==> src/rtl/core/pcs_pkg.sv <==
// pyro channel sequencer package: word types, register map, reset values
// and the continuity classifier used by the step logic
// no dependencies
package pcs_pkg;

    localparam int unsigned TIME_W = 32;
    localparam int unsigned DUR_W  = 16;
    localparam int unsigned ADC_W  = 12;
    localparam int unsigned ADDR_W = 5;
    localparam int unsigned DATA_W = 32;

    // request types
    localparam logic REQ_TICK = 1'b0;
    localparam logic REQ_FIRE = 1'b1;

    // channel codes
    localparam logic [1:0] CH_NONE = 2'd0;
    localparam logic [1:0] CH_ONE  = 2'd1;
    localparam logic [1:0] CH_TWO  = 2'd2;

    // continuity codes
    localparam logic [1:0] ST_GOOD  = 2'd0;
    localparam logic [1:0] ST_OPEN  = 2'd1;
    localparam logic [1:0] ST_SHORT = 2'd2;

    // register indexes (byte address is 4 * index)
    localparam logic [2:0] REG_SETTLE_TIME     = 3'd0;
    localparam logic [2:0] REG_IDLE_TIME       = 3'd1;
    localparam logic [2:0] REG_FIRE_TIME       = 3'd2;
    localparam logic [2:0] REG_OPEN_THRESHOLD  = 3'd3;
    localparam logic [2:0] REG_SHORT_THRESHOLD = 3'd4;
    localparam logic [2:0] REG_OWNS_CH1        = 3'd5;
    localparam logic [2:0] REG_OWNS_CH2        = 3'd6;

    localparam logic [DUR_W-1:0] RST_SETTLE_TIME     = 16'd10;
    localparam logic [DUR_W-1:0] RST_IDLE_TIME       = 16'd990;
    localparam logic [DUR_W-1:0] RST_FIRE_TIME       = 16'd500;
    localparam logic [ADC_W-1:0] RST_OPEN_THRESHOLD  = 12'd3800;
    localparam logic [ADC_W-1:0] RST_SHORT_THRESHOLD = 12'd50;

    typedef struct packed {
        logic [DUR_W-1:0] settle_time;
        logic [DUR_W-1:0] idle_time;
        logic [DUR_W-1:0] fire_time;
        logic [ADC_W-1:0] open_threshold;
        logic [ADC_W-1:0] short_threshold;
        logic             owns_ch1;
        logic             owns_ch2;
    } cfg_t;

    typedef struct packed {
        logic              req_type;
        logic [1:0]        channel;
        logic [TIME_W-1:0] now_ms;
        logic [ADC_W-1:0]  adc_ch1;
        logic [ADC_W-1:0]  adc_ch2;
    } cmd_word_t;

    typedef struct packed {
        logic             common_enable;
        logic             fire_enable_ch1;
        logic             fire_enable_ch2;
        logic             firing;
        logic             reading_valid;
        logic [ADC_W-1:0] raw_ch1;
        logic [1:0]       status_ch1;
        logic [ADC_W-1:0] raw_ch2;
        logic [1:0]       status_ch2;
    } report_word_t;

    // open wins when the thresholds cross
    function automatic logic [1:0] status_of(
        input logic [ADC_W-1:0] raw,
        input logic [ADC_W-1:0] open_th,
        input logic [ADC_W-1:0] short_th
    );
        logic [1:0] st;
        if (raw > open_th)
        begin
            st = ST_OPEN;
        end
        else if (raw < short_th)
        begin
            st = ST_SHORT;
        end
        else
        begin
            st = ST_GOOD;
        end
        return st;
    endfunction

endpackage

==> src/rtl/core/pcs_cmd_if.sv <==
// command channel: update ticks and fire requests
// depends on pcs_pkg
interface pcs_cmd_if;
    logic                  valid;
    logic                  ready;
    pcs_pkg::cmd_word_t    payload;

    modport source (output valid, output payload, input ready);
    modport sink (input valid, input payload, output ready);
endinterface

==> src/rtl/core/pcs_report_if.sv <==
// report channel: pad levels and continuity reading
// depends on pcs_pkg
interface pcs_report_if;
    logic                  valid;
    logic                  ready;
    pcs_pkg::report_word_t payload;

    modport source (output valid, output payload, input ready);
    modport sink (input valid, input payload, output ready);
endinterface

==> src/rtl/core/pcs_cfg.sv <==
// configuration registers behind the apb-style port
// depends on pcs_pkg
module pcs_cfg (
    input  logic                          clk,
    input  logic                          rst_n,
    input  logic                          psel,
    input  logic                          penable,
    input  logic                          pwrite,
    input  logic [pcs_pkg::ADDR_W-1:0]    paddr,
    input  logic [pcs_pkg::DATA_W-1:0]    pwdata,
    output logic [pcs_pkg::DATA_W-1:0]    prdata,
    output logic                          pready,
    output pcs_pkg::cfg_t                 cfg
);

    pcs_pkg::cfg_t cfg_reg;
    pcs_pkg::cfg_t cfg_next;
    logic [2:0]    reg_index;
    logic          wr_en;

    assign pready    = 1'b1;
    assign reg_index = paddr[4:2];
    assign wr_en     = psel & penable & pwrite & pready;
    assign cfg       = cfg_reg;

    always_comb
    begin
        cfg_next = cfg_reg;
        if (wr_en)
        begin
            unique case (reg_index)
                pcs_pkg::REG_SETTLE_TIME:     cfg_next.settle_time     = pwdata[15:0];
                pcs_pkg::REG_IDLE_TIME:       cfg_next.idle_time       = pwdata[15:0];
                pcs_pkg::REG_FIRE_TIME:       cfg_next.fire_time       = pwdata[15:0];
                pcs_pkg::REG_OPEN_THRESHOLD:  cfg_next.open_threshold  = pwdata[11:0];
                pcs_pkg::REG_SHORT_THRESHOLD: cfg_next.short_threshold = pwdata[11:0];
                pcs_pkg::REG_OWNS_CH1:        cfg_next.owns_ch1        = pwdata[0];
                pcs_pkg::REG_OWNS_CH2:        cfg_next.owns_ch2        = pwdata[0];
                default:                      cfg_next = cfg_reg;
            endcase
        end
    end

    always_comb
    begin
        unique case (reg_index)
            pcs_pkg::REG_SETTLE_TIME:     prdata = {16'h0, cfg_reg.settle_time};
            pcs_pkg::REG_IDLE_TIME:       prdata = {16'h0, cfg_reg.idle_time};
            pcs_pkg::REG_FIRE_TIME:       prdata = {16'h0, cfg_reg.fire_time};
            pcs_pkg::REG_OPEN_THRESHOLD:  prdata = {20'h0, cfg_reg.open_threshold};
            pcs_pkg::REG_SHORT_THRESHOLD: prdata = {20'h0, cfg_reg.short_threshold};
            pcs_pkg::REG_OWNS_CH1:        prdata = {31'h0, cfg_reg.owns_ch1};
            pcs_pkg::REG_OWNS_CH2:        prdata = {31'h0, cfg_reg.owns_ch2};
            default:                      prdata = '0;
        endcase
    end

    always_ff @(posedge clk or negedge rst_n)
    begin
        if (!rst_n)
        begin
            cfg_reg.settle_time     <= pcs_pkg::RST_SETTLE_TIME;
            cfg_reg.idle_time       <= pcs_pkg::RST_IDLE_TIME;
            cfg_reg.fire_time       <= pcs_pkg::RST_FIRE_TIME;
            cfg_reg.open_threshold  <= pcs_pkg::RST_OPEN_THRESHOLD;
            cfg_reg.short_threshold <= pcs_pkg::RST_SHORT_THRESHOLD;
            cfg_reg.owns_ch1        <= 1'b1;
            cfg_reg.owns_ch2        <= 1'b1;
        end
        else
        begin
            cfg_reg <= cfg_next;
        end
    end

endmodule

==> src/rtl/core/pcs_step.sv <==
// sequencer state and the single-pass update for one command word
// depends on pcs_pkg
module pcs_step (
    input  logic                  clk,
    input  logic                  rst_n,
    input  logic                  accept,
    input  pcs_pkg::cmd_word_t    cmd,
    input  pcs_pkg::cfg_t         cfg,
    output pcs_pkg::report_word_t result
);

    localparam int unsigned PAD_COM = 0;
    localparam int unsigned PAD_CH1 = 1;
    localparam int unsigned PAD_CH2 = 2;

    logic [1:0]                      active_reg, active_next;
    logic [pcs_pkg::TIME_W-1:0]      pulse_start_reg, pulse_start_next;
    logic                            phase_reg, phase_next;
    logic [pcs_pkg::TIME_W-1:0]      deadline_reg, deadline_next;
    logic                            have_reg, have_next;
    logic [pcs_pkg::ADC_W-1:0]       sample1_reg, sample1_next;
    logic [pcs_pkg::ADC_W-1:0]       sample2_reg, sample2_next;
    logic [2:0]                      pad_reg, pad_next;

    logic [pcs_pkg::TIME_W-1:0]      elapsed;
    logic [pcs_pkg::TIME_W-1:0]      to_deadline;
    logic                            start_sense;

    assign elapsed     = cmd.now_ms - pulse_start_reg;
    assign to_deadline = cmd.now_ms - deadline_reg;

    always_comb
    begin
        active_next      = active_reg;
        pulse_start_next = pulse_start_reg;
        phase_next       = phase_reg;
        deadline_next    = deadline_reg;
        have_next        = have_reg;
        sample1_next     = sample1_reg;
        sample2_next     = sample2_reg;
        pad_next         = pad_reg;
        start_sense      = 1'b0;

        priority if (cmd.req_type == pcs_pkg::REQ_FIRE)
        begin
            // channel codes other than one and two are dropped
            if (cmd.channel == pcs_pkg::CH_ONE || cmd.channel == pcs_pkg::CH_TWO)
            begin
                pad_next[PAD_COM] = 1'b1;
                if (cmd.channel == pcs_pkg::CH_ONE)
                begin
                    pad_next[PAD_CH1] = 1'b1;
                end
                else
                begin
                    pad_next[PAD_CH2] = 1'b1;
                end
                active_next      = cmd.channel;
                pulse_start_next = cmd.now_ms;
            end
        end
        else if (active_reg != pcs_pkg::CH_NONE)
        begin
            if (elapsed >= {16'h0, cfg.fire_time})
            begin
                if (active_reg == pcs_pkg::CH_ONE)
                begin
                    pad_next[PAD_CH1] = 1'b0;
                end
                else
                begin
                    pad_next[PAD_CH2] = 1'b0;
                end
                active_next = pcs_pkg::CH_NONE;
                start_sense = 1'b1;
            end
        end
        else if (!to_deadline[pcs_pkg::TIME_W-1])
        begin
            if (!phase_reg)
            begin
                start_sense = 1'b1;
            end
            else
            begin
                sample1_next      = cmd.adc_ch1;
                sample2_next      = cmd.adc_ch2;
                pad_next[PAD_COM] = 1'b0;
                have_next         = 1'b1;
                phase_next        = 1'b0;
                deadline_next     = cmd.now_ms + {16'h0, cfg.idle_time};
            end
        end
        else
        begin
            // deadline not reached yet, state holds
        end

        // released channels keep their level
        if (start_sense)
        begin
            if (cfg.owns_ch1)
            begin
                pad_next[PAD_CH1] = 1'b0;
            end
            if (cfg.owns_ch2)
            begin
                pad_next[PAD_CH2] = 1'b0;
            end
            pad_next[PAD_COM] = 1'b1;
            phase_next        = 1'b1;
            deadline_next     = cmd.now_ms + {16'h0, cfg.settle_time};
        end
    end

    always_comb
    begin
        result.common_enable   = pad_next[PAD_COM];
        result.fire_enable_ch1 = pad_next[PAD_CH1];
        result.fire_enable_ch2 = pad_next[PAD_CH2];
        result.firing          = (active_next != pcs_pkg::CH_NONE);
        result.reading_valid   = have_next;
        if (have_next)
        begin
            result.raw_ch1    = sample1_next;
            result.status_ch1 = pcs_pkg::status_of(sample1_next, cfg.open_threshold,
                                                   cfg.short_threshold);
            result.raw_ch2    = sample2_next;
            result.status_ch2 = pcs_pkg::status_of(sample2_next, cfg.open_threshold,
                                                   cfg.short_threshold);
        end
        else
        begin
            result.raw_ch1    = '0;
            result.status_ch1 = pcs_pkg::ST_OPEN;
            result.raw_ch2    = '0;
            result.status_ch2 = pcs_pkg::ST_OPEN;
        end
    end

    always_ff @(posedge clk or negedge rst_n)
    begin
        if (!rst_n)
        begin
            active_reg      <= pcs_pkg::CH_NONE;
            pulse_start_reg <= '0;
            phase_reg       <= 1'b0;
            deadline_reg    <= '0;
            have_reg        <= 1'b0;
            sample1_reg     <= '0;
            sample2_reg     <= '0;
            pad_reg         <= '0;
        end
        else if (accept)
        begin
            active_reg      <= active_next;
            pulse_start_reg <= pulse_start_next;
            phase_reg       <= phase_next;
            deadline_reg    <= deadline_next;
            have_reg        <= have_next;
            sample1_reg     <= sample1_next;
            sample2_reg     <= sample2_next;
            pad_reg         <= pad_next;
        end
    end

    // a running pulse always holds the common enable
    a_fire_holds_common: assert property (@(posedge clk) disable iff (!rst_n)
        active_reg != pcs_pkg::CH_NONE |-> pad_reg[PAD_COM])
        else $error("pulse running without common enable");

    // settling always holds the common enable
    a_settle_holds_common: assert property (@(posedge clk) disable iff (!rst_n)
        phase_reg |-> pad_reg[PAD_COM])
        else $error("settle phase without common enable");

    // a completed reading is never withdrawn
    a_reading_sticks: assert property (@(posedge clk) disable iff (!rst_n)
        have_reg |=> have_reg)
        else $error("reading valid dropped");

    // samples stay clear until the first reading lands
    a_samples_clear: assert property (@(posedge clk) disable iff (!rst_n)
        !have_reg |-> (sample1_reg == '0 && sample2_reg == '0))
        else $error("sample latched without a reading");

endmodule

==> src/rtl/core/pyro_channel_sequencer_unit.sv <==
// top level of the two-channel igniter sequencer: config port, step logic
// and the report output register
// depends on pcs_pkg, pcs_cmd_if, pcs_report_if, pcs_cfg, pcs_step
//
//  port     dir  protocol     word
//  cmd      in   valid/ready  tick or fire request with time and adc samples
//  report   out  valid/ready  pad levels, firing, latest continuity reading
//  apb      in   setup/access configuration registers at 4 * index
//
// one word per cycle while cmd.ready is high; a report is registered in the cycle after its command word
// the step logic is a single compare/add pass into the report register
// cmd.ready stays high while the report register is empty or being drained
// reset clears the sequencer state and loads the default register values
module pyro_channel_sequencer_unit (
    input  logic                       clk,
    input  logic                       rst_n,
    pcs_cmd_if.sink                    cmd,
    pcs_report_if.source               report,
    input  logic                       psel,
    input  logic                       penable,
    input  logic                       pwrite,
    input  logic [pcs_pkg::ADDR_W-1:0] paddr,
    input  logic [pcs_pkg::DATA_W-1:0] pwdata,
    output logic [pcs_pkg::DATA_W-1:0] prdata,
    output logic                       pready
);

    pcs_pkg::cfg_t         cfg;
    pcs_pkg::report_word_t result;
    pcs_pkg::report_word_t report_reg;
    logic                  report_valid_reg, report_valid_next;
    logic                  accept;

    assign cmd.ready      = !report_valid_reg || report.ready;
    assign accept         = cmd.valid && cmd.ready;
    assign report.valid   = report_valid_reg;
    assign report.payload = report_reg;

    pcs_cfg u_cfg (
        .clk     (clk),
        .rst_n   (rst_n),
        .psel    (psel),
        .penable (penable),
        .pwrite  (pwrite),
        .paddr   (paddr),
        .pwdata  (pwdata),
        .prdata  (prdata),
        .pready  (pready),
        .cfg     (cfg)
    );

    pcs_step u_step (
        .clk    (clk),
        .rst_n  (rst_n),
        .accept (accept),
        .cmd    (cmd.payload),
        .cfg    (cfg),
        .result (result)
    );

    always_comb
    begin
        priority if (accept)
        begin
            report_valid_next = 1'b1;
        end
        else if (report.ready)
        begin
            report_valid_next = 1'b0;
        end
        else
        begin
            report_valid_next = report_valid_reg;
        end
    end

    always_ff @(posedge clk or negedge rst_n)
    begin
        if (!rst_n)
        begin
            report_valid_reg <= 1'b0;
        end
        else
        begin
            report_valid_reg <= report_valid_next;
        end
    end

    always_ff @(posedge clk)
    begin
        if (accept)
        begin
            report_reg <= result;
        end
    end

    // every accepted command yields a report in the next cycle
    a_report_follows: assert property (@(posedge clk) disable iff (!rst_n)
        accept |=> report_valid_reg)
        else $error("accepted command without report");

    // a waiting report is never overwritten
    a_no_overwrite: assert property (@(posedge clk) disable iff (!rst_n)
        (report_valid_reg && !report.ready) |-> !accept)
        else $error("report overwritten while stalled");

endmodule

==> src/flat_wrapper.sv <==
// flat-port wrapper written by rule: the top's interface ports become plain ports
module pyro_channel_sequencer_unit_flat 
  (clk, rst_n, psel, penable, pwrite, paddr, pwdata, prdata, pready, cmd_valid, cmd_payload, cmd_ready, report_valid, report_payload, report_ready);
  pcs_cmd_if cmd_i ();
  pcs_report_if report_i ();
  input  logic clk;
  input  logic rst_n;
  input  logic psel;
  input  logic penable;
  input  logic pwrite;
  input  logic [pcs_pkg::ADDR_W-1:0] paddr;
  input  logic [pcs_pkg::DATA_W-1:0] pwdata;
  output logic [pcs_pkg::DATA_W-1:0] prdata;
  output logic pready;
  input wire logic [$bits(cmd_i.valid)-1:0] cmd_valid;
  input wire logic [$bits(cmd_i.payload)-1:0] cmd_payload;
  output wire logic [$bits(cmd_i.ready)-1:0] cmd_ready;
  output wire logic [$bits(report_i.valid)-1:0] report_valid;
  output wire logic [$bits(report_i.payload)-1:0] report_payload;
  input wire logic [$bits(report_i.ready)-1:0] report_ready;
  assign cmd_i.valid = cmd_valid;
  assign cmd_i.payload = cmd_payload;
  assign cmd_ready = cmd_i.ready;
  assign report_valid = report_i.valid;
  assign report_payload = report_i.payload;
  assign report_i.ready = report_ready;
  pyro_channel_sequencer_unit u_core (.clk(clk), .rst_n(rst_n), .cmd(cmd_i), .report(report_i), .psel(psel), .penable(penable), .pwrite(pwrite), .paddr(paddr), .pwdata(pwdata), .prdata(prdata), .pready(pready));
endmodule
==> config.mk <==
export PLATFORM = sky130hd
export DESIGN_NAME = pyro_channel_sequencer_unit_flat
export DESIGN_NICKNAME = d
export VERILOG_FILES = /design/src/rtl/core/pcs_pkg.sv /design/src/rtl/core/pcs_cmd_if.sv /design/src/rtl/core/pcs_report_if.sv /design/src/rtl/core/pcs_cfg.sv /design/src/rtl/core/pcs_step.sv /design/src/rtl/core/pyro_channel_sequencer_unit.sv /design/src/flat_wrapper.sv
export SDC_FILE = /design/constraint.sdc
export NUM_CORES = 1
export LEC_CHECK = 0
export CORE_MARGIN = 5
export CORE_UTILIZATION = 45
export DETAILED_ROUTE_END_ITERATION = 12
export DONT_BUFFER_PORTS = 1
export GPL_ROUTABILITY_DRIVEN = 0
export PLACE_DENSITY = 0.56
export SYNTH_ARGS = -nofsm -noshare
export SYNTH_HDL_FRONTEND = slang
export SYNTH_SLANG_ARGS = --single-unit
export TNS_END_PERCENT = 30
==> constraint.sdc <==
create_clock -name clk -period 21.8 [get_ports clk]
set_input_delay 0 -clock clk [delete_from_list [all_inputs] [get_ports clk]]
set_output_delay 0 -clock clk [all_outputs]
set_load 0.01 [all_outputs]
==> reports/results.txt, run 1 <==
vias in the first global route = 10740
hold path cells = 4
met2 Use GR = 34.95%
beginning of the worst hold path = cmd_valid
path type of the worst setup path = register to register
gr usage total = 21.33%
DRC = 0
peak supply drop = 0.00005978 V
Cells after Synth = 1472
adder-cell share of the synthesized area = 12.91%
Synth top area share = 25.42%
Distinct cells, synth = 69
Yosys reg bits = 203
Yosys warnings = 0
vias per cell = 5.482
Slew HR = 37.20%
status = finished clean
global-route wire length before repair = 58890 um
routed length per instance = 19.06 um
Max Cap Viol = 0
global route hottest layer = met2
GR Util met3 = 3.403%
Lkg Pwr = 0.007554 uW
Final Skew = 0.01393 ns
Port-buffer cells = 0
die width = 186.3 um
Clock transition at path regs = 0.06 ns
H-tree depth = 1
Final ANT Viol Nets = 0
Worst R2R Path Depth = 34
antenna cells = 0
drt total wl = 37480 um
Pwr Total = 1826 uW
pins over their slew limit = 0
Worst Path Required = 22.17 ns
row count = 64
num ports = 171
Post-CTS Setup Repair Bufs = 0
share of layout cells above drive strength 1 = 10.83%
XOR/XNOR Fraction of Synth Area = 3.562%
sum of negative setup slack = 0 ns
Hold Slack = 0.01885 ns
vias = 10780
most frequent cells in the layout = inv_1, dfrtp_1, ha_1, nand2_1, o21ai_0
Worst Max-Slew Pin Slew = 0.9401 ns
critical path's most frequent cell = a21oi_1
Synth Cell Area = 13980 um2
mean post-synth cell area = 9.497 um2
crit-path max cell delay = 0.79 ns
Synth Area in Simple Gates = 12.10%
CTS Buf Count = 25
Final Hold Violating Endpoints = 0
fin crit period = 9.393 ns
Top FF cell, synth = dfrtp_1
Die ar. = 34690 um2
worst skew pair latency = 0.51 ns
Critical Path AT = 9.76 ns
CP startpoint = u_core.u_step.pulse_start_reg[2]$_DFFE_PN0P_
CP max FO = 18
fmax = 106.5 MHz
Die Ht = 186.3 um
TritonRoute pass-1 iters = 4
core box area = 30670 um2
initial antenna violation count = 2
area leader, netlist = dfrtp_1
Final nets = 1798
final setup vio count = 0
PD cells = 114.3 nW/um2
pin count of the biggest net entering global routing = 171
Clock Path Buffers = 3
CP max-delay cell = a21o_1
CTS Root Cell = clkbuf_16
CTS tree = done
Initial Util = 45.58%
register area share after synthesis = 37.77%
grt ovf = 0
Hold WC Path Type = input port to register
ys async rst share = 83.74%
crit start category = register
initial DRC count = 616
Critical R2R Launch = u_core.u_step.pulse_start_reg[2]$_DFFE_PN0P_
Compound-Gate Fraction of Synth Area = 14.82%
mux cell area share after synthesis = 12.57%
fin crit share = 43.09%
RSZ-0062 raised after global routing = false
Final HPWL DP = 27340 um
max reg flops = 74
main combinational cell family by area after synthesis = compound AO/OA/AOI/OAI gates
Critical Path Sink Type = register
Area growth, synth to finish = 14.29%
top post-synthesis cells by area = dfrtp_1, ha_1, edfxtp_1, mux2_2, dfstp_2
clock sink count = 203
grt met1 use = 29.78%
number of synthesized flops with an enable pin = 33
[layout make-up]
class,count,area [um2]
multi-input cells,1076,7908
well taps,396,495.5
inverters,143,536.8
clock buffers,37,690.7
clock inverters,8,46.29
fillers,2842,14690
repair buffers,103,1021
flip-flops and latches,203,5280
[routing by layer]
layer / up-vias / wire [um]
met3: 45 / 2248
met2: 257 / 17020
li1: 5357 / -
met5: - / 7
met4: 2 / 948
met1: 5117 / 17250
[synthesized netlist by cell type (28+ instances only)]
library cell,instances
a21oi_1,76
ha_1,141
nand2_1,138
edfxtp_1,33
o21ai_0,115
dfstp_2,28
dfrtp_1,142
a21o_1,42
xnor2_1,37
nor2_1,89
mux2_2,79
clkbuf_1,36
nand4_1,28
mux2i_1,72
inv_1,142
[worst max-delay path: cells and delay by family (launching register included)]
kind	cells	cell delay, ns
compound gates	15	3.88
flops	1	0.34
mux	2	0.57
simple gates	9	3.02
xor+xnor	2	0.30
fa+ha+maj	4	0.99
buf+inv	2	0.12
[where the power goes]
group / internal, uW / switching [uW] / leakage, uW
clock network: 219 / 163 / 0.000362
registers: 522 / 65.5 / 0.00233
logic: 357 / 499 / 0.00486
[per-stage QoR]
step           instance area [um2]  std cells  utilization, %  setup WS [ns]
6_report                     15980       1966           52.10          12.41
5_1_grt                      15980       1966           52.10          11.89
4_1_cts                      15980       1966           52.10          12.40
3_5_place_dp                 14300       1829           46.63          12.44
3_3_place_gp                 14300       1829           46.63          12.40
2_1_floorplan                14040       1487               -          14.21
[logic make-up (layout without fill, tap and decap cells)]
kind of cell,count (synthesis),in the layout
and+or+nand+nor,364,364
muxes,162,162
DFF,203,203
xor gates and xnor gates,56,56
other,2,17
adders and majority gates,143,143
buffers and inverters,208,291
AOI/OAI and AO/OA,334,334
[worst paths after layout]
| kind | end | slack, ns |
|---|---|---|
| min in group asynchronous | u_core.u_step.sample2_reg[6]$_DFFE_PN0P_ | 0.15 |
| worst max register to register | u_core.u_step.deadline_reg[24]$_DFFE_PN0P_ | 12.41 |
| max in group asynchronous | u_core.u_step.deadline_reg[6]$_DFFE_PN0P_ | 20.91 |
| worst min register to register | u_core.u_step.sample2_reg[2]$_DFFE_PN0P_ | 0.48 |
| worst min-delay path | u_core.u_step.sample2_reg[6]$_DFFE_PN0P_ | 0.02 |
| worst max-delay path | u_core.u_step.deadline_reg[24]$_DFFE_PN0P_ | 12.41 |
[timing repair]
item / CTS / global route
gates resized for setup: 0 / 0
endpoints found under the setup margin: 0 / 0
hold buffers: 92 / 0
endpoints found under the hold margin: 366 / 0
(Power assumes the default switching activity.)
==> run 2, diff against run 1 <==
Settings changed: ABC_AREA set to 1, PLACE_DENSITY 0.56 to 0.58.
Clock period 21.8 ns to 7.85 ns, I/O delays scaled along.
==> reports/results.txt, run 2 <==
share of layout cells above drive strength 1 = 4.980% (was 10.83%)
DRC = 0 (unchanged)
Hold Slack = 0.02369 ns (was 0.01885 ns)
Port-buffer cells = 0 (unchanged)
register area share after synthesis = 35.26% (was 37.77%)
gr usage total = 23.06% (was 21.33%)
status = finished clean (unchanged)
Die ar. = 37030 um2 (was 34690 um2)
FF/Latch Area = 5280 um2 (unchanged)
most frequent cells in the layout = nand2_1, inv_1, o21ai_0, dfrtp_1, ha_1 (was inv_1, dfrtp_1, ha_1, nand2_1, o21ai_0)
Synth top cells by count = nand2_1, inv_1, o21ai_0 (was dfrtp_1, inv_1, ha_1)
fmax = 138.8 MHz (was 106.5 MHz)
clock group share of total power = 23.1% (was 20.9%)
CTS tree = done (unchanged)
Die Ht = 192.4 um (was 186.3 um)
Buf/Inv on CP = 2 (unchanged)
max reg flops = 74 (unchanged)
CTS Root Cell = clkbuf_16 (unchanged)
r2r setup slk = 0.64 ns (was 12.41 ns)
Clock Path Buffers = 3 (unchanged)
grt ovf = 0 (unchanged)
Post-Layout Cell Count = 2652 (was 1966)
Crit Reg-Reg Endpoint = u_core.u_step.deadline_reg[19]$_DFFE_PN0P_ (was u_core.u_step.deadline_reg[24]$_DFFE_PN0P_)
min setup slack post-route = 0.6437 ns (was 12.41 ns)
CP max FO = 25 (was 18)
ys async rst share = 83.74% (unchanged)
internal cell power = 3047 uW (was 1098 uW)
DP Cell Count = 2517 (was 1829)
row count = 66 (was 64)
Area growth, synth to finish = 13.75% (was 14.29%)
fill count = 3258 (was 2842)
fin crit share = 91.80% (was 43.09%)
Hold Path End = u_core.u_step.active_reg[1]$_DFFE_PN0P_ (was u_core.u_step.sample2_reg[6]$_DFFE_PN0P_)
Distinct cells, synth = 50 (was 69)
Worst Path Required = 8.27 ns (was 22.17 ns)
Cells after Synth = 2120 (was 1472)
top post-synthesis cells by area = dfrtp_1, nand2_1, ha_1, inv_1, edfxtp_1 (was dfrtp_1, ha_1, edfxtp_1, mux2_2, dfstp_2)
number of synthesized flops with an enable pin = 33 (unchanged)
sum of negative setup slack = 0 ns (unchanged)
Worst R2R Path Depth = 32 (was 34)
crit start category = register (unchanged)
beginning of the worst hold path = cmd_payload[56] (was cmd_valid)
Final Hold Violating Endpoints = 0 (unchanged)
Synth top area share = 23.73% (was 25.42%)
Final HPWL DP = 32470 um (was 27340 um)
initial antenna violation count = 1 (was 2)
PD cells = 305.9 nW/um2 (was 114.3 nW/um2)
initial DRC count = 1092 (was 616)
Lkg Pwr = 0.008915 uW (was 0.007554 uW)
switching share of power = 41.53% (was 39.85%)
mean post-synth cell area = 7.064 um2 (was 9.497 um2)
proportion of power drawn by flip-flops and latches = 31.1% (was 32.2%)
drt total wl = 43520 um (was 37480 um)
top-count cell post-synth = nand2_1
pin count of the biggest net entering global routing = 171 (unchanged)
Initial Util = 45.80% (was 45.58%)
die width = 192.4 um (was 186.3 um)
crit-path max cell delay = 0.56 ns (was 0.79 ns)
cell family with most CP delay = simple AND/OR/NAND/NOR gates (was compound AO/OA/AOI/OAI gates)
Top FF cell, synth = dfrtp_1 (unchanged)
Critical Path Sink Type = register (unchanged)
global-route wire length before repair = 67990 um (was 58890 um)
leading cell type in the layout, fill and taps excluded = nand2_1
core box area = 32700 um2 (was 30670 um2)
multi-input logic area = 8045 um2 (was 7908 um2)
CP max-delay cell = nand2_2 (was a21o_1)
CTS Buf Count = 25 (unchanged)
TritonRoute pass-1 iters = 5 (was 4)
num ports = 171 (unchanged)
H-tree depth = 1 (unchanged)
vias = 13490 (was 10780)
Yosys reg bits = 203 (unchanged)
hold path cells = 5 (was 4)
Final Skew = 0.02042 ns (was 0.01393 ns)
CTS-repair resized insts = 0 (unchanged)
Synth Cell Area = 14980 um2 (was 13980 um2)
area leader, netlist = dfrtp_1 (unchanged)
Setup Slack @ Placement = 0.9967 ns (was 12.44 ns)
path type of the worst setup path = register to register (unchanged)
Critical Path AT = 7.62 ns (was 9.76 ns)
Critical R2R Launch = u_core.u_step.pulse_start_reg[0]$_DFFE_PN0P_ (was u_core.u_step.pulse_start_reg[2]$_DFFE_PN0P_)
Max Cap Viol = 0 (unchanged)
pins over their slew limit = 0 (unchanged)
Final ANT Viol Nets = 0 (unchanged)
final setup vio count = 0 (unchanged)
Worst Max-Slew Pin Slew = 1.278 ns (was 0.9401 ns)
Slew HR = 13.70% (was 37.20%)
routed length per instance = 16.41 um (was 19.06 um)
vias per cell = 5.087 (was 5.482)
clock sink count = 203 (unchanged)
Logic pwr share = 45.8% (was 46.9%)
Final nets = 2436 (was 1798)
worst skew pair latency = 0.54 ns (was 0.51 ns)
critical path's most frequent cell = nand3_1 (was a21oi_1)
NetSw = 2164 uW (was 727.6 uW)
vias in the first global route = 12480 (was 10740)
Yosys warnings = 0 (unchanged)
Clock transition at path regs = 0.06 ns (about the same)
peak supply drop = 0.0001678 V (was 0.00005978 V)
Hold WC Path Type = input port to register (unchanged)
fin crit period = 7.206 ns (was 9.393 ns)
RSZ-0062 raised after global routing = false (unchanged)
run 2: cell families after synthesis:
kind of cell,Yosys count,share of synthesized area [%]
and+or+nand+nor,976,26.88
other,2,0.05015
buffers and inverters,427,11.41
xor gates and xnor gates,45,2.632
AOI/OAI and AO/OA,324,11.72
DFF,203,35.26
adders and majority gates,143,12.05
run 2: layout make-up:
| cell class | instances | area share [%] |
|---|---|---|
| clock inverters | 11 | 0.8006 |
| multi-input cells | 1505 | 47.23 |
| diodes | 1 | 0.01469 |
| flip-flops and latches | 203 | 31.00 |
| clock buffers | 35 | 4.245 |
| repair buffers | 93 | 5.494 |
| inverters | 362 | 7.976 |
| well taps | 442 | 3.246 |
run 2: how the worst max path moves through the flow:
stage	from	slack, ns	to	cells past startpoint
global placement	u_core.u_step.pulse_start_reg[0]$_DFFE_PN0P_	1.08	u_core.u_step.deadline_reg[26]$_DFFE_PN0P_	32
global route	u_core.u_step.pulse_start_reg[0]$_DFFE_PN0P_	0.06	u_core.u_step.deadline_reg[19]$_DFFE_PN0P_	32
floorplan	u_core.u_step.pulse_start_reg[0]$_DFFE_PN0P_	2.80	u_core.u_step.deadline_reg[26]$_DFFE_PN0P_	33
detailed placement	u_core.u_step.pulse_start_reg[0]$_DFFE_PN0P_	1.0	u_core.u_step.deadline_reg[26]$_DFFE_PN0P_	32
finish	u_core.u_step.pulse_start_reg[0]$_DFFE_PN0P_	0.64	u_core.u_step.deadline_reg[19]$_DFFE_PN0P_	32
CTS	u_core.u_step.pulse_start_reg[0]$_DFFE_PN0P_	0.63	u_core.u_step.deadline_reg[19]$_DFFE_PN0P_	33
run 2: repair_timing:
| item | 4_1_cts | 5_1_grt |
|---|---|---|
| hold buffers | 88 | 0 |
| hold endpoints to repair | 366 | 0 |
| setup buffers | 0 | 0 |
run 2: routing by layer:
layer	part of all wire (%)	up-vias	track usage, %
met3	5.9	53	3.672
met2	45	367	36.53
li1	-	6880	-
met1	47	6190	33.44
met5	0	-	0
met4	2.1	0	4.909
run 2: stage by stage:
stage | utilization [%] | instance area (um2) | power (uW)
finish | 52.09 | 17040 | 5211
global route | 52.09 | 17040 | 5706
CTS | 52.09 | 17030 | 5239
detailed placement | 46.71 | 15270 | 3945
global placement | 46.71 | 15270 | 3877
floorplan | - | 15030 | 3367
run 2: tightest hold or removal path, delay by kind of cell:
| kind | cells | cell delay, ns |
|---|---|---|
| AOI/OAI and AO/OA | 3 | 0.28 |
| buffers and inverters | 1 | 0.03 |
| adders and majority gates | 1 | 0.19 |
run 2: power groups by stage:
| stage | logic, uW | clock network, uW | registers [uW] |
|---|---|---|---|
| detailed placement | 2310 | 0 | 1630 |
| global placement | 2250 | 0 | 1630 |
| floorplan | 1780 | 0 | 1590 |
| CTS | 2390 | 1230 | 1620 |
| finish | 2390 | 1210 | 1620 |
| global route | 2770 | 1280 | 1660 |
==> run 3, diff against run 2 <==
Settings changed: CORE_MARGIN 5 to not set, PLACE_DENSITY 0.58 to not set.
==> reports/results.txt, run 3 (same netlist as run 2, synthesis figures left out) <==
Final Hold Violating Endpoints = 0 (unchanged)
pin count of the biggest net entering global routing = 171 (unchanged)
Worst Max-Slew Pin Slew = 1.054 ns (was 1.278 ns)
Critical Path AT = 7.36 ns (was 7.62 ns)
Post-CTS Setup Repair Bufs = 0 (unchanged)
RSZ-0062 raised after global routing = false (unchanged)
number of cells on the critical path = 32 (unchanged)
fin crit share = 88.47% (was 91.80%)
PD cells = 300.5 nW/um2 (was 305.9 nW/um2)
Critical Path Sink Type = register (unchanged)
fill count = 3250 (was 3258)
Final ANT Viol Nets = 0 (unchanged)
leading cell type in the layout, fill and taps excluded = nand2_1 (unchanged)
crit-path max cell delay = 0.56 ns (about the same)
Crit Reg-Reg Endpoint = u_core.u_step.deadline_reg[26]$_DFFE_PN0P_ (was u_core.u_step.deadline_reg[19]$_DFFE_PN0P_)
multi-input logic area = 8045 um2 (unchanged)
Initial Util = 45.91% (was 45.80%)
Max Cap Viol = 0 (unchanged)
CTS Buf Count = 25 (unchanged)
Slew HR = 29.54% (was 13.70%)
CP max-delay cell = a21boi_0 (was nand2_2)
most frequent cells in the layout = nand2_1, inv_1, o21ai_0, dfrtp_1, ha_1 (unchanged)
final setup vio count = 0 (unchanged)
fin crit period = 6.945 ns (was 7.206 ns)
DRC = 0 (unchanged)
global-route wire length before repair = 67450 um (was 67990 um)
FF/Latch Area = 5280 um2 (unchanged)
num ports = 171 (unchanged)
Die ar. = 34010 um2 (was 37030 um2)
vias = 13560 (was 13490)
CTS Root Cell = clkbuf_16 (unchanged)
grt ovf = 0 (unchanged)
vias per cell = 5.118 (was 5.087)
crit start category = register (unchanged)
Final HPWL DP = 31410 um (was 32470 um)
Hold Slack = 0.02696 ns (was 0.02369 ns)
peak supply drop = 0.0001863 V (was 0.0001678 V)
vias in the first global route = 12510 (was 12480)
sum of negative setup slack = 0 ns (unchanged)
Die Ht = 184.4 um (was 192.4 um)
Clock transition at path regs = 0.07 ns (was 0.06 ns)
cell family with most CP delay = simple AND/OR/NAND/NOR gates (unchanged)
die width = 184.4 um (was 192.4 um)
Final nets = 2436 (unchanged)
Worst R2R Path Depth = 32 (unchanged)
r2r setup slk = 0.91 ns (was 0.64 ns)
CTS tree = done (unchanged)
drt total wl = 42520 um (was 43520 um)
path type of the worst setup path = register to register (unchanged)
Hold WC Path Type = input port to register (unchanged)
max reg flops = 74 (unchanged)
Buf/Inv on CP = 3 (was 2)
critical path's most frequent cell = nand2_1 (was nand3_1)
gr usage total = 25.37% (was 23.06%)
row count = 66 (unchanged)
routed length per instance = 16.05 um (was 16.41 um)
clock sink count = 203 (unchanged)
Port-buffer cells = 0 (unchanged)
Critical R2R Launch = u_core.u_step.pulse_start_reg[0]$_DFFE_PN0P_ (unchanged)
pins over their slew limit = 0 (unchanged)
Area growth, synth to finish = 12.87% (was 13.75%)
Clock Path Buffers = 3 (unchanged)
Lkg Pwr = 0.008869 uW (was 0.008915 uW)
CP max FO = 19 (was 25)
Worst Path Required = 8.26 ns (was 8.27 ns)
initial antenna violation count = 0 (was 1)
initial DRC count = 1018 (was 1092)
end of the critical path = u_core.u_step.deadline_reg[26]$_DFFE_PN0P_ (was u_core.u_step.deadline_reg[19]$_DFFE_PN0P_)
antenna cells = 0 (was 1)
status = finished clean (unchanged)
CP startpoint = u_core.u_step.pulse_start_reg[0]$_DFFE_PN0P_ (unchanged)
worst skew pair latency = 0.53 ns (was 0.54 ns)
fmax = 144.0 MHz (was 138.8 MHz)
Final Skew = 0.01374 ns (was 0.02042 ns)
TritonRoute pass-1 iters = 5 (unchanged)
H-tree depth = 1 (unchanged)
Pwr Total = 5080 uW (was 5211 uW)
CTS-repair resized insts = 0 (unchanged)
core box area = 32620 um2 (was 32700 um2)
share of layout cells above drive strength 1 = 4.894% (was 4.980%)
==> run 3: routing by layer <==
layer / GRT usage [%] / part of all wire [%]
met4: 7.867 / 3.1
met5: 0 / 0
met1: 36.21 / 47
met2: 39.58 / 44
met3: 3.517 / 6.1
==> run 3: repair_timing <==
item | CTS | global route
hold buffers | 87 | 0
hold endpoints to repair | 364 | 0
setup endpoints to repair | 0 | 0
==> run 3: final cells by class <==
class,instances,area share [%]
sequential,203,31.24
clock inverter,12,0.3627
multi-input combinational,1505,47.59
tap,442,3.272
inverter,362,8.038
timing repair buffer,93,5.522
clock buffer,32,3.975
==> run 3: how the worst min path moves through the flow <==
stage / start / end / slack [ns] / cells after the start
after floorplan: rst_n / u_core.report.valid$_DFFE_PN0P_ / -0.30 / 0
after global placement: rst_n / u_core.u_cfg.cfg[60]$_DFFE_PN0P_ / -0.28 / 0
after detailed placement: rst_n / u_core.u_cfg.cfg[60]$_DFFE_PN0P_ / -0.28 / 0
after CTS: cmd_payload[56] / u_core.u_step.active_reg[1]$_DFFE_PN0P_ / 0.003 / 5
after global routing: cmd_payload[56] / u_core.u_step.active_reg[1]$_DFFE_PN0P_ / 0.09 / 5
final: cmd_payload[48] / u_core.u_step.deadline_reg[29]$_DFFE_PN0P_ / 0.03 / 6
==> run 3: stage by stage <==
| stage | std cells | setup WS (ns) | area (um2) | utilization [%] |
|---|---|---|---|---|
| after floorplan | 2135 | 2.798 | 15030 | - |
| after global placement | 2518 | 1.081 | 15280 | 46.85 |
| after detailed placement | 2518 | 1.096 | 15280 | 46.85 |
| after CTS | 2649 | 1.040 | 16900 | 51.82 |
| after global routing | 2649 | 0.4133 | 16900 | 51.82 |
| final | 2649 | 0.9050 | 16900 | 51.82 |
==> run 3: worst reg2reg max path, delay by kind of cell, from the launching register on <==
family                   cells  cell delay, ns
XOR/XNOR                     2            0.31
buffers and inverters        3            0.54
AND/OR/NAND/NOR             18            2.67
AO/OA/AOI/OAI                5            1.59
adder cells (fa/ha/maj)      4            1.33
flip-flops                   1            0.38
==> run 3: power by group <==
group,internal (uW),leakage [uW],switching (uW)
registers,1430,0.00239,179
clock network,600,0.000371,461
logic,876,0.00611,1530
